<file path="src/hdl/lgr_ram.sv">
// Generic single write port, single read port RAM with registered read data.
`timescale 1ns / 1ps

module lgr_ram #(
  parameter int WIDTH = 64,
  parameter int DEPTH = 64
) (
  input  logic                     clk,
  input  logic                     wr_en,
  input  logic [$clog2(DEPTH)-1:0] wr_addr,
  input  logic [WIDTH-1:0]         wr_data,
  input  logic                     rd_en,
  input  logic [$clog2(DEPTH)-1:0] rd_addr,
  output logic [WIDTH-1:0]         rd_data
);

  logic [WIDTH-1:0] mem_r [DEPTH];
  logic [WIDTH-1:0] rd_data_r;

  always_ff @(posedge clk) begin
    if (wr_en) begin
      mem_r[wr_addr] <= wr_data;
    end
    if (rd_en) begin
      rd_data_r <= mem_r[rd_addr];
    end
  end

  assign rd_data = rd_data_r;

endmodule

</file>
<file path="config.mk">
export PLATFORM = sky130hd
export DESIGN_NAME = lgr_ram
export DESIGN_NICKNAME = d
export VERILOG_FILES = /design/src/hdl/lgr_ram.sv
export SDC_FILE = /design/constraint.sdc
export NUM_CORES = 2
export LEC_CHECK = 0
export BUFFER_PORTS_ARGS = -buffer_cell sky130_fd_sc_hd__buf_2
export CAP_MARGIN = 5
export CORE_ASPECT_RATIO = 0.5
export CORE_MARGIN = 3
export CORE_UTILIZATION = 55
export CTS_CLUSTER_SIZE = 8
export DETAILED_ROUTE_END_ITERATION = 8
export PLACE_DENSITY = 0.69
export REMOVE_ABC_BUFFERS = 1
export SKIP_CTS_REPAIR_TIMING = 1
export SLEW_MARGIN = 20
export SYNTH_ARGS = -nofsm -noshare
export SYNTH_HDL_FRONTEND = slang
export SYNTH_SLANG_ARGS = --single-unit
export TNS_END_PERCENT = 30
</file>
<file path="constraint.sdc">
create_clock -name clk -period 12.9 [get_ports clk]
set_clock_uncertainty 0.1 [all_clocks]
set_input_delay 2.58 -clock clk [delete_from_list [all_inputs] [get_ports clk]]
set_output_delay 2.58 -clock clk [all_outputs]
set_load 0.03 [all_outputs]
</file>
==> impl_metrics.tcl <==
set metrics [dict create \
    pwr-share-clk 0.454 \
    clk_pin_slew_worst_paths_ps 50 \
    coreArea_sq_mm 0.281 \
    via_count 78800 \
    crit_type "primary input to flip-flop" \
    finalSetupViolCount 0 \
    synthAdderAreaFrac 0 \
    max_freq_mhz 155 \
    gp_congestion 0.794 \
    rsz0062_at_grt "no" \
    synth-seq-cells 4160 \
    synth_seq_area_share 0.796 \
    synthDistinctLibCells 32 \
    critPathMaxStageDelay_ps 980 \
    synth_area_sq_mm 0.157 \
    wirelength_microns 439000 \
    yosys.area.top_type "edfxtp_1" \
    seq_power_share 0.503 \
    leakagePower_nw 56.2 \
    async_flop_share 0 \
    synth_xor_area_frac 0 \
    cts_root_buffer "clkbuf_16" \
    p_per_area_mw_per_mm2 167 \
    grt_max_degree 149 \
    crit_fanout 66 \
    synth_top_flop_cell "edfxtp_1" \
    crit_top_cell "buf_4" \
    antenna_found_initial 28 \
    max-slew-margin-rel 0.168 \
    p_total_mw 30.0 \
    slowest_stage "buf_4" \
    first_pass_iters 6 \
    hp-class "flip-flop to flip-flop" \
    gr-total-overflow 0 \
    post-synth-top-count-cell "edfxtp_1" \
    cp-start-kind "primary input" \
    io_buffer_count 142 \
    maxSlewViolCount 0 \
    clockBufferDepth 4 \
    stdcell_count 11000 \
    grt_pass1_wl_microns 616000 \
    switching_share 0.205 \
    required_ps 13390 \
    drtIter0Drc 12700 \
    ant_nets 0 \
    place_inst 10300 \
    synth_compound_gate_area_share 0.0247 \
    grtUsageTotal 0.302 \
    drive_gt1_frac 0.294 \
    tns_ps 0 \
    post-route-min-period_ps 6430 \
    hold_viol 0 \
    synth_mux_area_frac 0.156 \
    htree_levels 6 \
    cts_made_buffers 593 \
    netlist_instances 6598 \
    yosysWarnings 0 \
    route.detailed.drc 0 \
    syn_to_final_growth_pct 14.0 \
    maxCapViolCount 0 \
    fin_crit_sh 0.499 \
    nFillCells 17900 \
    fin_hold_ws_ps 807 \
    critPathCaptureType "flip-flop" \
    yosys-top-cells-count "4,160 x edfxtp_1, 1,024 x mux4_2, 170 x buf_2" \
    die_w_microns 762 \
    combPwrFrac 0.042 \
    vias_per_cell 7.17 \
    cts.sinks 4160 \
    synth_top_family_by_area "multiplexers" \
    dp_hpwl_microns 223000 \
    cts_tree "done" \
    nets 7255 \
    top_level_ports 143 \
    first_global_vias 79600 \
    dieArea_sq_mm 0.292 \
    worst_pin_slew_ps 1250 \
    switchingPower_mw 6.14 \
    arrival_ps 6930 \
    avgSynthCellArea_sq_um 23.8 \
    crit_chain "buf_8 -> buf_4 -> buf_4 -> buf_4 -> mux4_2 -> mux2i_1 -> nand2_1 -> a31oi_1 -> a211oi_1" \
    p_int_mw 23.8 \
    synthSimpleGateAreaFrac 0.0123 \
    vdd_drop_max_mv 0.109 \
    ys_top_cells_by_area "edfxtp_1 80%, mux4_2 15%, mux2i_1 0.86%" \
    num_rows 137 \
    synth_edf_count 4160 \
    initial_utilization 0.558 \
    synth_top_area_frac 0.796 \
    routedWlPerCell_microns 39.9 \
    clk_latency_ps 900 \
    status "finished, final reports clean" \
    die_y_microns 384 \
]
## power groups by stage
stage               Combinational [mW]  Sequential [mW]  Clock (mW)
floorplan                        0.545             15.3           0
global placement                  1.22             15.3           0
detailed placement                1.25             15.3           0
CTS                               1.26             15.1        13.7
global route                      1.33             15.1        14.3
finish                            1.27             15.1        13.6
## cell families after synthesis
group,Yosys count
simple gates,386
buf+inv,389
compound gates,504
mux,1159
flops,4160
## through the flow
stage               setup WS, ps  instance area [sq um]  utilization
floorplan                   4920                 155000            -
global route                6260                 179000        0.636
detailed placement          5550                 163000        0.579
finish                      6470                 179000        0.636
CTS                         6510                 179000        0.635
global placement            5680                 163000        0.579
## critical path, delay by kind of cell
family / cells / cell delay [ps]
compound gates: 2 / 570
buf+inv: 4 / 2960
simple gates: 1 / 80
mux: 2 / 560
## per-layer routing
metal,up-vias,routed length [microns],global-route usage
li1,29500,-,-
met1,42100,160000,0.441
met2,6310,201000,0.449
met3,905,62400,0.0844
met4,14,15100,0.0999
met5,-,92,0
## path summary, 6_finish.rpt
path	start	end	slack [ps]	depth (start not counted)
hold / removal	mem_r[63][12]$_DFFE_PP_	rd_data[12]$_DFFE_PP_	810	4
hold reg to reg	mem_r[63][12]$_DFFE_PP_	rd_data[12]$_DFFE_PP_	810	4
setup / recovery	rd_addr[2]	rd_data[1]$_DFFE_PP_	6470	9
setup reg to reg	mem_r[9][62]$_DFFE_PP_	rd_data[62]$_DFFE_PP_	10400	5
## placed cells by master (no fill, tap or decap), types with 56 or more instances in the layout
cell,instances
mux2i_1,135
and3_1,64
buf_2,131
mux4_2,1024
a22o_1,88
a211oi_1,63
buf_4,194
nand2_1,56
a22oi_1,168
edfxtp_1,4160
nor2_4,64
o22ai_1,83
clkbuf_16,614
## registers in the layout (all words and copies together), names as in the netlist
name,flops
mem_r,4096
rd_data,64
## layout make-up
type                            instances  area [sq um]  area share
Antenna cell                           13          32.5    0.000182
Clock buffer                          614         15400      0.0859
Clock inverter                         29           369     0.00206
Inverter                               19          71.3    0.000399
Multi-Input combinational cell       2049         30800       0.172
Sequential cell                      4160        125000       0.698
Tap cell                             3753          4700      0.0262
Timing Repair Buffer                  353          2700      0.0151
No activity file was read; power rests on OpenSTA's default activity.
