### config.mk
export PLATFORM = sky130hd
export DESIGN_NAME = lgr_cell
export DESIGN_NICKNAME = d
export VERILOG_FILES = /design/src/hdl/lgr_pkg.sv /design/src/hdl/lgr_cell.sv
export SDC_FILE = /design/constraint.sdc
export NUM_CORES = 1
export LEC_CHECK = 0
export BUFFER_PORTS_ARGS = -buffer_cell sky130_fd_sc_hd__buf_2
export CORE_MARGIN = 8
export CORE_UTILIZATION = 43
export DETAILED_ROUTE_END_ITERATION = 10
export GPL_TIMING_DRIVEN = 0
export PLACE_DENSITY = 0.75
export SYNTH_ARGS = -nofsm -noshare
export SYNTH_HDL_FRONTEND = slang
export SYNTH_SLANG_ARGS = --single-unit
### constraint.sdc
create_clock -name clk -period 3.15 [get_ports clk]
set_input_delay 0.315 -clock clk [delete_from_list [all_inputs] [get_ports clk]]
set_output_delay 0.315 -clock clk [all_outputs]
set_load 0.1 [all_outputs]
### src/hdl/lgr_pkg.sv
// Shared field widths, command codes and the control bundle of the life grid column cells.
`timescale 1ns / 1ps

package lgr_pkg;

  localparam int ACTION_W = 2;
  localparam int POS_W    = 6;
  localparam int GEN_W    = 32;
  localparam int LIVE_W   = 12;

  // Command codes carried in the action field of an input transaction.
  typedef enum logic [ACTION_W-1:0] {
    ACT_WRITE = 2'd0,
    ACT_READ  = 2'd1,
    ACT_STEP  = 2'd2,
    ACT_CLEAR = 2'd3
  } action_t;

  // Per-cycle controls broadcast from the sequencer to every column cell.
  typedef struct packed {
    logic shift;  // a new grid row is on the read bus; move the window down
    logic count;  // the window center row is interior; count its live cells
  } cell_ctrl_t;

endpackage

### src/hdl/lgr_cell.sv
// One column cell: a three-row window, the B3/S23 rule and a systolic live count stage.
`timescale 1ns / 1ps

module lgr_cell
  import lgr_pkg::*;
#(
  parameter int CNT_W = 7
) (
  input  logic             clk,
  input  logic             rst_n,
  input  cell_ctrl_t       ctrl,
  input  logic             is_border,
  input  logic             bit_in,
  input  logic [1:0]       vsum_left,
  input  logic [1:0]       vsum_right,
  output logic [1:0]       vsum,
  output logic             next_bit,
  input  logic [CNT_W-1:0] acc_in,
  output logic [CNT_W-1:0] acc_out
);

  logic             top_r, mid_r, bot_r;
  logic             top_nxt, mid_nxt, bot_nxt;
  logic [CNT_W-1:0] acc_r, acc_nxt;
  logic [3:0]       nbr;
  logic             rule_bit;
  logic             live_bit;

  assign vsum = {1'b0, top_r} + {1'b0, mid_r} + {1'b0, bot_r};

  // Neighbor count is the 3x3 column sum less the center cell itself.
  assign nbr = {2'b00, vsum_left} + {2'b00, vsum} + {2'b00, vsum_right} - {3'b000, mid_r};
  assign rule_bit = mid_r ? ((nbr == 4'd2) || (nbr == 4'd3)) : (nbr == 4'd3);
  assign next_bit = is_border ? mid_r : rule_bit;

  assign live_bit = ctrl.count && mid_r && !is_border;

  always_comb begin
    top_nxt = top_r;
    mid_nxt = mid_r;
    bot_nxt = bot_r;
    if (ctrl.shift) begin
      top_nxt = mid_r;
      mid_nxt = bot_r;
      bot_nxt = bit_in;
    end
    // The partial count never exceeds the number of cells upstream, so it fits.
    acc_nxt = acc_in + CNT_W'(live_bit);
  end

  always_ff @(posedge clk) begin
    top_r <= top_nxt;
    mid_r <= mid_nxt;
    bot_r <= bot_nxt;
  end

  always_ff @(posedge clk) begin
    if (!rst_n) begin
      acc_r <= '0;
    end else begin
      acc_r <= acc_nxt;
    end
  end

  assign acc_out = acc_r;

endmodule

==> flow_summary_export.csv, run 1 <==
group,metric,value,unit
status,status,"finished clean",
clock_tree,worst_skew_pair.late_latency,0.26,ns
min_path,hold_path_depth,1,
worst_setup_path,worst_r2r_endpoint,"acc_out[4]",
routing,routed-via-count,453,
finish,num-fill-cells,110,
worst_setup_path,critPathLaunchType,"flip-flop",
routing,routed_wirelength,1214,µm
logic_synthesis,yosys_warnings,0,
clock_tree,clk_sink_count,10,
worst_setup_path,logic_depth_of_the_worst_register_to_register_path,7,
die,fp.dieArea,0.002711,mm²
logic_synthesis,ys_types,15,
worst_setup_path,r2r_start,"mid_r",
logic_synthesis,yosysSeqAreaShare,0.4116,
logic_synthesis,syn-mean-instance-area,10.55,µm²
run,maxCapViolations,0,
routing,post_drt_wl_per_cell,12.14,µm
worst_setup_path,critPathCaptureType,"output port",
finish,final_cell_mix,"25 x sky130_fd_sc_hd__buf_2, 8 x sky130_fd_sc_hd__inv_1, 7 x sky130_fd_sc_hd__dfxtp_1",
global_routing,globalRouteMet3Util,0.03989,
global_routing,grt_start_max_net_pins,10,
logic_synthesis,synthesis.nets,79,
logic_synthesis,synthCells,53,
clock_tree,cts.clk_slew.worst_paths,0.06,ns
die,top_level_ports,27,
global_routing,antenna_found_initial,0,
routing,drt_first_iter_violations,6,
global_routing,met2_routing_resource_usage_after_global_routing,0.1840,
logic_synthesis,synth_area,559.3,µm²
routing,route.detailed.vias_per_inst,4.530,
power_and_ir_drop,peakVddDrop,0.0003007,V
worst_setup_path,cp_top_family,"adder cells",
sta,final_hold_viol_count,0,
clock_tree,htree_levels,1,
sta,finalMaxSlewViolations,0,
sta,worst-slew-pin-transition,0.4890,ns
worst_setup_path,crit_chain,"fa_2, inv_2, fa_1, inv_1, ha_1, inv_1, fa_2, nand3_1, a21oi_4, buf_12",
sta,fin_crit,3.078,ns
placed_design,port_buffers,26,
logic_synthesis,ys_ff_latch,10,
finish,layout.cells.most_common,"sky130_fd_sc_hd__buf_2",
logic_synthesis,netlist_top_cells_area,"sky130_fd_sc_hd__dfxtp_1 25%, sky130_fd_sc_hd__edfxtp_1 16%, sky130_fd_sc_hd__fa_1 14%, sky130_fd_sc_hd__ha_1 11%, sky130_fd_sc_hd__inv_1 6.0%",
routing,1st_pass_router_iterations,2,
global_routing,global_route.overflow_total,0,
worst_setup_path,cpMaxStageDelayCell,"sky130_fd_sc_hd__fa_2",
clock_tree,cts_tree,"done",
min_path,hold_path_end,"bot_r",
worst_setup_path,critical-path-max-stage-delay,0.51,ns
worst_setup_path,critPathKind,"flip-flop to output port",
min_path,hold_class,"input pin to flip-flop",
worst_setup_path,cp.arrival,2.76,ns
finish,num-nets-final,112,
clock_tree,ctsHoldBuffers,0,
clock_tree,numCtsBuffers,3,
global_routing,grt_pass1_wl,2007,µm
die,chipHeight,52.07,µm
finish,antenna_cells,0,
logic_synthesis,yosys_top_cell_area_share,0.2506,
sta,clock.fmax,0.3249,GHz
sta,rsz0062_at_grt,"yes",
finish,sequential_cell_area_in_the_final_layout,230.2,µm²
sta,relSlewSlack,0.6763,
clock_tree,clk_root_buffer_cell,"sky130_fd_sc_hd__clkbuf_4",
sta,setup-violations-final,0,
die,fp-row-count,13,
routing,remaining_drc_errors,0,
placed_design,hpwl,1014,µm
die,fp.dieW,52.07,µm
global_routing,gr-max-usage-layer,"met2",
finish,syn_to_final_growth,39.60,%
worst_setup_path,timing.reg2reg.setup_slack,1.54,ns
power_and_ir_drop,power-per-cell-area,537.0,mW/mm²
die,initial_core_util,0.4466,
global_routing,globalRouteMet1Util,0.09272,
worst_setup_path,worst_ep_required_time,2.83,ns
global_routing,grt_total_usage,0.1006,
finish,post_route_cells_drive_above_1_share,0.4118,
logic_synthesis,synth_largest_area_cell,"sky130_fd_sc_hd__dfxtp_1",
die,fp.coreArea,0.001252,mm²
finish,multi_input_area,311.5,µm²
global_routing,first_global_vias,479,
routing,route.antenna.remaining_nets,0,
sta,timing.final.crit_share,0.9770,
min_path,worstHoldStart,"bit_in",
sta,worst_hold_slack,0.2241,ns
placed_design,routabilityCongestion,0.7808,
sta,clock_skew,0.0003300,ns
sta,final.setup.worst_slack,0.07239,ns
power_and_ir_drop,power_leakage,0.3960,nW
worst_setup_path,path_max_fanout,2,
worst_setup_path,cp_num_buf_inv,4,
clock_tree,cts_buffer_depth,2,
placed_design,detailedPlace.worstSlack,0.07632,ns
## cell type report
cell class / instances / area share
well taps: 15 / 0.02404
repair buffers: 28 / 0.2051
clock buffers: 3 / 0.02885
flip-flops and latches: 10 / 0.2949
multi-input cells: 34 / 0.3990
clock inverters: 1 / 0.004808
inverters: 9 / 0.04327
## stage by stage
step / cell area (µm²) / utilization / total power, W / setup TNS, ns / cells
after floorplan: 573.1 / - / 0.0002888 / -0.1498 / 53
after global placement: 721.9 / 0.5764 / 0.0003152 / 0 / 94
after detailed placement: 721.9 / 0.5764 / 0.0003219 / 0 / 94
after CTS: 770.7 / 0.6154 / 0.0004224 / 0 / 99
after global routing: 780.7 / 0.6234 / 0.0004419 / -0.06604 / 100
final: 780.7 / 0.6234 / 0.0004193 / 0 / 100
## metal layers
layer | routed length [µm] | share of wire
met1 | 444 | 0.37
met2 | 627 | 0.52
met3 | 114 | 0.094
met4 | 27 | 0.022
met5 | 0 | 0
## synth_stat cells (all sizes together)
library cell	number
inv	9
dfxtp	7
and2	5
ha	5
fa	4
nand2	4
edfxtp	3
nand3	3
a21oi	2
mux2i	2
nand2b	2
nor2	2
xnor2	2
xor2	2
and3	1
## where the power goes
part	total (W)	leakage (nW)	internal, W	switching [W]
clock network	0.0000883	0.0154	0.0000458	0.0000426
registers	0.000145	0.0877	0.000141	0.00000328
logic	0.000186	0.293	0.0000541	0.000132
total	0.000419	0.396	0.000241	0.000178
## how the worst max path moves through the flow
stage / startpoint / to / slack (ns) / cells past startpoint
global placement: mid_r / next_bit / 0.14 / 11
floorplan: mid_r / next_bit / -0.15 / 8
finish: top_r / next_bit / 0.07 / 10
detailed placement: mid_r / next_bit / 0.08 / 11
CTS: bot_r / next_bit / 0.009 / 11
global route: bot_r / next_bit / -0.07 / 11
## sequential cells by signal (all words and copies together) (netlist names)
| signal | cells |
|---|---|
| acc_out | 7 |
| mid_r | 1 |
| bot_r | 1 |
| top_r | 1 |
## timing repair
item                                    CTS  global route
endpoints found under the setup margin    1             1
buffers inserted                          1             1
gates resized for setup                   4             1
## cell families (layout without fill, tap and decap cells)
| group | after synthesis | in the layout | synth area share |
|---|---|---|---|
| and+or+nand+nor | 17 | 17 | 0.1566 |
| adders and majority gates | 9 | 9 | 0.2550 |
| muxes | 2 | 2 | 0.03580 |
| DFF | 10 | 10 | 0.4116 |
| buffers and inverters | 9 | 41 | 0.06040 |
| xor gates and xnor gates | 4 | 4 | 0.06265 |
| AOI/OAI and AO/OA | 2 | 2 | 0.01790 |
Note: power is estimated with default switching activity, not from simulation.
==> run 2: changes to the inputs <==
Settings changed: CORE_ASPECT_RATIO set to 0.75, CORE_UTILIZATION 43 to 30, PLACE_DENSITY 0.75 to not set.
==> flow_summary_export.csv, run 2 (same netlist as run 1, synthesis figures left out) <==
group,metric,value,unit
worst_setup_path,worst_ep_required_time,2.83,ns
sta,worst_hold_slack,0.2232,ns
die,top_level_ports,27,
global_routing,antenna_found_initial,0,
global_routing,global_route.overflow_total,0,
sta,clock_skew,0.003886,ns
die,fp.dieArea,0.003516,mm²
routing,routed_wirelength,1199,µm
routing,drt_first_iter_violations,4,
finish,post_route_cells_drive_above_1_share,0.4535,
clock_tree,numCtsBuffers,3,
clock_tree,clk_root_buffer_cell,"sky130_fd_sc_hd__clkbuf_4",
sta,clock.fmax,0.3178,GHz
die,fp.coreArea,0.001740,mm²
placed_design,place.detailed.instances,101,
sta,setup-violations-final,0,
finish,final_cell_mix,"25 x sky130_fd_sc_hd__buf_2, 7 x sky130_fd_sc_hd__inv_1, 7 x sky130_fd_sc_hd__dfxtp_1",
sta,final.setup.tns,0,ns
finish,largest_register_ff_count,7,
sta,relSlewSlack,0.6743,
clock_tree,clk_sink_count,10,
die,fp.dieW,65.86,µm
power_and_ir_drop,power-per-cell-area,531.7,mW/mm²
routing,route.antenna.remaining_nets,0,
finish,num-nets-final,113,
routing,route.detailed.vias_per_inst,4.000,
power_and_ir_drop,peakVddDrop,0.0003239,V
worst_setup_path,critPathKind,"flip-flop to output port",
routing,routed-via-count,432,
global_routing,first_global_vias,457,
worst_setup_path,critPathCaptureType,"output port",
sta,rsz0062_at_grt,"yes",
routing,post_drt_wl_per_cell,11.10,µm
routing,remaining_drc_errors,0,
routing,1st_pass_router_iterations,3,
worst_setup_path,critPathLaunchType,"flip-flop",
clock_tree,cts_tree,"done",
run,maxCapViolations,0,
finish,layoutNonFillerInstCount,108,
finish,antenna_cells,0,
clock_tree,cts.clk_slew.worst_paths,0.07,ns
placed_design,port_buffers,26,
clock_tree,worst_skew_pair.late_latency,0.26,ns
sta,timing.final.crit_share,0.9991,
finish,num-fill-cells,173,
sta,worst-slew-pin-transition,0.4919,ns
sta,final_hold_viol_count,0,
placed_design,hpwl,1032,µm
global_routing,grt_total_usage,0.07587,
die,fp-row-count,13,
placed_design,routabilityCongestion,0.7556,
power_and_ir_drop,finalPower,0.0004278,W
clock_tree,htree_levels,1,
global_routing,grt_pass1_wl,1945,µm
clock_tree,cts_buffer_depth,2,
finish,layout.cells.most_common,"sky130_fd_sc_hd__buf_2",
die,initial_core_util,0.3214,
sta,finalMaxSlewViolations,0,
die,chipHeight,53.39,µm
worst_setup_path,path_max_fanout,2,
finish,finalCoreUtilization,0.4623,
global_routing,grt_start_max_net_pins,10,
power_and_ir_drop,power_leakage,0.4001,nW
finish,syn_to_final_growth,43.85,%
worst_setup_path,cp.arrival,2.83,ns
status,status,"finished clean",
sta,fin_crit,3.147,ns
min_path,hold_class,"input pin to flip-flop",
[run 2: changes by cell type in the layout (fill, tap and decap cells not counted), sizes merged]
cell / before / now
buf: 28 / 29
[run 2: cell type report]
| cell class | count | area [µm²] | share of cell area |
|---|---|---|---|
| well taps | 22 | 27.53 | 0.03421 |
| multi-input cells | 34 | 319.1 | 0.3966 |
| clock buffers | 3 | 22.52 | 0.02799 |
| clock inverters | 1 | 3.754 | 0.004666 |
| inverters | 9 | 33.78 | 0.04199 |
| flip-flops and latches | 10 | 230.2 | 0.2862 |
| repair buffers | 29 | 167.7 | 0.2084 |
[run 2: routing by layer]
metal / routed length, µm / track usage / vias to the layer above
met3: 87 / 0.04211 / 2
met1: 479 / 0.07813 / 182
li1: - / - / 233
met4: 19 / 0.04332 / 0
met2: 613 / 0.1212 / 15
met5: 0 / 0 / -
[run 2: final timing paths]
kind / from / to / slack [ns] / cells after the start
setup / recovery: mid_r / next_bit / 0.003 / 10
setup reg to reg: mid_r / acc_out[4] / 1.54 / 7
hold / removal: bit_in / bot_r / 0.22 / 1
hold reg to reg: bot_r / mid_r / 0.61 / 1
[run 2: repair_timing]
action,4_1_cts,5_1_grt
pin swaps,0,5
hold buffers,0,0
resized for setup,4,4
setup buffers,2,1
endpoints found under the setup margin,1,1
[run 2: metrics by stage]
step                area (µm²)  worst slack [ns]
floorplan                573.1           -0.1498
global placement         730.7           0.09605
detailed placement       730.7           0.03724
CTS                      787.0           0.01461
global route             804.5           -0.1247
finish                   804.5          0.002905
[run 2: report_power, final]
| group | internal [W] | leakage (nW) | switching [W] | total [W] |
|---|---|---|---|---|
| Combinational | 0.0000591 | 0.297 | 0.000135 | 0.000194 |
| Clock | 0.0000458 | 0.0154 | 0.0000436 | 0.0000893 |
| Sequential | 0.000141 | 0.0877 | 0.00000297 | 0.000144 |
[run 2: critical path, stage by stage, from the launching register on]
cell                       delay [ns]
sky130_fd_sc_hd__edfxtp_1        0.43
sky130_fd_sc_hd__fa_2            0.42
sky130_fd_sc_hd__inv_2           0.06
sky130_fd_sc_hd__fa_1            0.41
sky130_fd_sc_hd__inv_1           0.07
sky130_fd_sc_hd__ha_2            0.16
sky130_fd_sc_hd__inv_2           0.04
sky130_fd_sc_hd__fa_2            0.52
sky130_fd_sc_hd__nand3_2         0.10
sky130_fd_sc_hd__a21oi_4         0.18
sky130_fd_sc_hd__buf_12          0.19
==> run 3: changes to the inputs <==
Settings changed: CELL_PAD_IN_SITES_DETAIL_PLACEMENT set to 1, CELL_PAD_IN_SITES_GLOBAL_PLACEMENT set to 1, PLACE_DENSITY_LB_ADDON set to 0.1, SLEW_MARGIN set to 0.
==> flow_summary_export.csv, run 3 (same netlist as run 1, synthesis figures left out) <==
group,metric,value,unit
sta,setup-violations-final,0,
worst_setup_path,critical-path-max-stage-delay,0.42,ns
finish,largest_register_ff_count,7,
sta,fin_crit,3.121,ns
clock_tree,numCtsBuffers,3,
sta,finalMaxSlewViolations,0,
clock_tree,cts.clk_slew.worst_paths,0.07,ns
status,status,"finished clean",
die,initial_core_util,0.3214,
worst_setup_path,r2r_start,"mid_r",
global_routing,global_route.overflow_total,0,
finish,antenna_cells,0,
routing,route.antenna.remaining_nets,0,
finish,sequential_cell_area_in_the_final_layout,230.2,µm²
sta,final.setup.worst_slack,0.02932,ns
routing,1st_pass_router_iterations,2,
sta,clock_skew,0.003027,ns
min_path,worstHoldStart,"bit_in",
die,chipHeight,53.39,µm
routing,drt_first_iter_violations,2,
die,fp.dieArea,0.003516,mm²
clock_tree,htree_levels,1,
sta,relSlewSlack,0.6753,
finish,syn_to_final_growth,40.72,%
clock_tree,ctsHoldBuffers,0,
sta,timing.final.crit_share,0.9907,
clock_tree,cts_buffer_depth,2,
power_and_ir_drop,clock_power_share,0.211,
power_and_ir_drop,p_int,0.0002424,W
finish,design_area,787.0,µm²
placed_design,routabilityCongestion,0.6850,
run,maxCapViolations,0,
clock_tree,cts_tree,"done",
worst_setup_path,critPathKind,"flip-flop to output port",
power_and_ir_drop,power_leakage,0.3917,nW
die,fp.dieW,65.86,µm
placed_design,hpwl,1092,µm
routing,route.detailed.vias_per_inst,4.396,
routing,routed_wirelength,1264,µm
worst_setup_path,crit_end,"next_bit",
worst_setup_path,crit_chain,"fa_2, inv_2, fa_1, inv_1, ha_1, inv_1, fa_2, xor2_1, nand3_2, a21oi_4, buf_12",
worst_setup_path,critPathLaunch,"bot_r",
routing,wl_met2,621,µm
worst_setup_path,worst_ep_required_time,2.83,ns
power_and_ir_drop,power.sequential.fraction,0.340,
finish,post_route_cells_drive_above_1_share,0.4167,
min_path,hold_class,"input pin to flip-flop",
placed_design,detailedPlace.worstSlack,0.02570,ns
power_and_ir_drop,switching_power,0.0001817,W
worst_setup_path,cp.arrival,2.81,ns
global_routing,antenna_found_initial,0,
global_routing,grt_total_usage,0.07974,
global_routing,first_global_vias,490,
finish,num-fill-cells,210,
die,fp.coreArea,0.001740,mm²
sta,final_hold_viol_count,0,
clock_tree,worst_skew_pair.late_latency,0.26,ns
routing,remaining_drc_errors,0,
finish,multi_input_area,316.6,µm²
global_routing,grt_start_max_net_pins,10,
die,top_level_ports,27,
routing,wire_length_on_met1,529,µm
worst_setup_path,critPathCaptureType,"output port",
finish,final_cell_mix,"25 x sky130_fd_sc_hd__buf_2, 8 x sky130_fd_sc_hd__inv_1, 7 x sky130_fd_sc_hd__dfxtp_1",
sta,final.setup.tns,0,ns
power_and_ir_drop,finalPower,0.0004240,W
power_and_ir_drop,combPwrFrac,0.449,
routing,detailroute.wirelength.met3,93,µm
power_and_ir_drop,swShare,0.4284,
global_routing,grt_pass1_wl,2139,µm
worst_setup_path,timing.reg2reg.setup_slack,1.54,ns
routing,post_drt_wl_per_cell,11.92,µm
worst_setup_path,logic_depth_of_the_worst_register_to_register_path,7,
routing,route.top_layer_used,"met4",
routing,routed-via-count,466,
worst_setup_path,cpMaxStageDelayCell,"sky130_fd_sc_hd__edfxtp_1",
placed_design,port_buffers,26,
finish,layout.cells.most_common,"sky130_fd_sc_hd__buf_2",
finish,num-nets-final,111,
power_and_ir_drop,power-per-cell-area,538.8,mW/mm²
placed_design,placedInstanceArea,730.7,µm²
sta,clock.fmax,0.3204,GHz
clock_tree,clk_root_buffer_cell,"sky130_fd_sc_hd__clkbuf_4",
worst_setup_path,critPathLaunchType,"flip-flop",
sta,rsz0062_at_grt,"yes",
power_and_ir_drop,peakVddDrop,0.0002126,V
worst_setup_path,worst_r2r_endpoint,"acc_out[4]",
worst_setup_path,path_max_fanout,2,
die,fp-row-count,13,
sta,worst-slew-pin-transition,0.4904,ns
clock_tree,clk_sink_count,10,
[run 3: changes by cell type in the layout (fill, tap and decap cells not counted), sizes merged]
cell,change
buf,-2
[run 3: worst min path at each step]
stage | endpoint | slack [ns] | cells after the start
2_1_floorplan | bot_r | 0.41 | 0
3_3_place_gp | bot_r | 0.49 | 1
3_5_place_dp | mid_r | 0.48 | 0
4_1_cts | bot_r | 0.22 | 1
5_1_grt | bot_r | 0.23 | 1
6_report | bot_r | 0.23 | 1
[run 3: worst max-delay path, delay by kind of cell, from the launching register on]
family                   cells  cell delay [ns]
adder cells (fa/ha/maj)      4             1.26
flip-flops                   1             0.42
buffers and inverters        4             0.38
XOR/XNOR                     1             0.19
AO/OA/AOI/OAI                1             0.18
AND/OR/NAND/NOR              1             0.11
[run 3: final cells by class]
class,count,area share
Tap cell,22,0.03498
Inverter,9,0.04293
Clock inverter,1,0.004769
Clock buffer,3,0.02862
Sequential cell,10,0.2925
Timing Repair Buffer,27,0.1940
Multi-Input combinational cell,34,0.4022
[run 3: metal layers]
layer | vias up | GRT usage
met5 | - | 0
met4 | 0 | 0.04332
met3 | 2 | 0.03368
met2 | 14 | 0.1228
met1 | 221 | 0.09222
li1 | 229 | -
[run 3: metrics by stage]
step,instances,hold WS [ns],util
after floorplan,53,0.4139,-
after global placement,101,0.4923,0.4198
after detailed placement,101,0.4823,0.4198
after CTS,106,0.2239,0.4450
after global routing,106,0.2256,0.4522
final,106,0.2317,0.4522
[run 3: timing repair]
item                                    4_1_cts  5_1_grt
buffers inserted                              1        0
endpoints found under the setup margin        1        1
pin swaps                                     0        4
resized for setup                             3        3
[run 3: power groups by stage]
stage / logic [W] / clock network (W) / registers, W
5_1_grt: 0.000204 / 0.000103 / 0.000145
4_1_cts: 0.000183 / 0.0000939 / 0.000144
6_report: 0.000191 / 0.0000893 / 0.000144
3_5_place_dp: 0.000173 / 0 / 0.000148
2_1_floorplan: 0.000101 / 0 / 0.000187
3_3_place_gp: 0.000170 / 0 / 0.000148
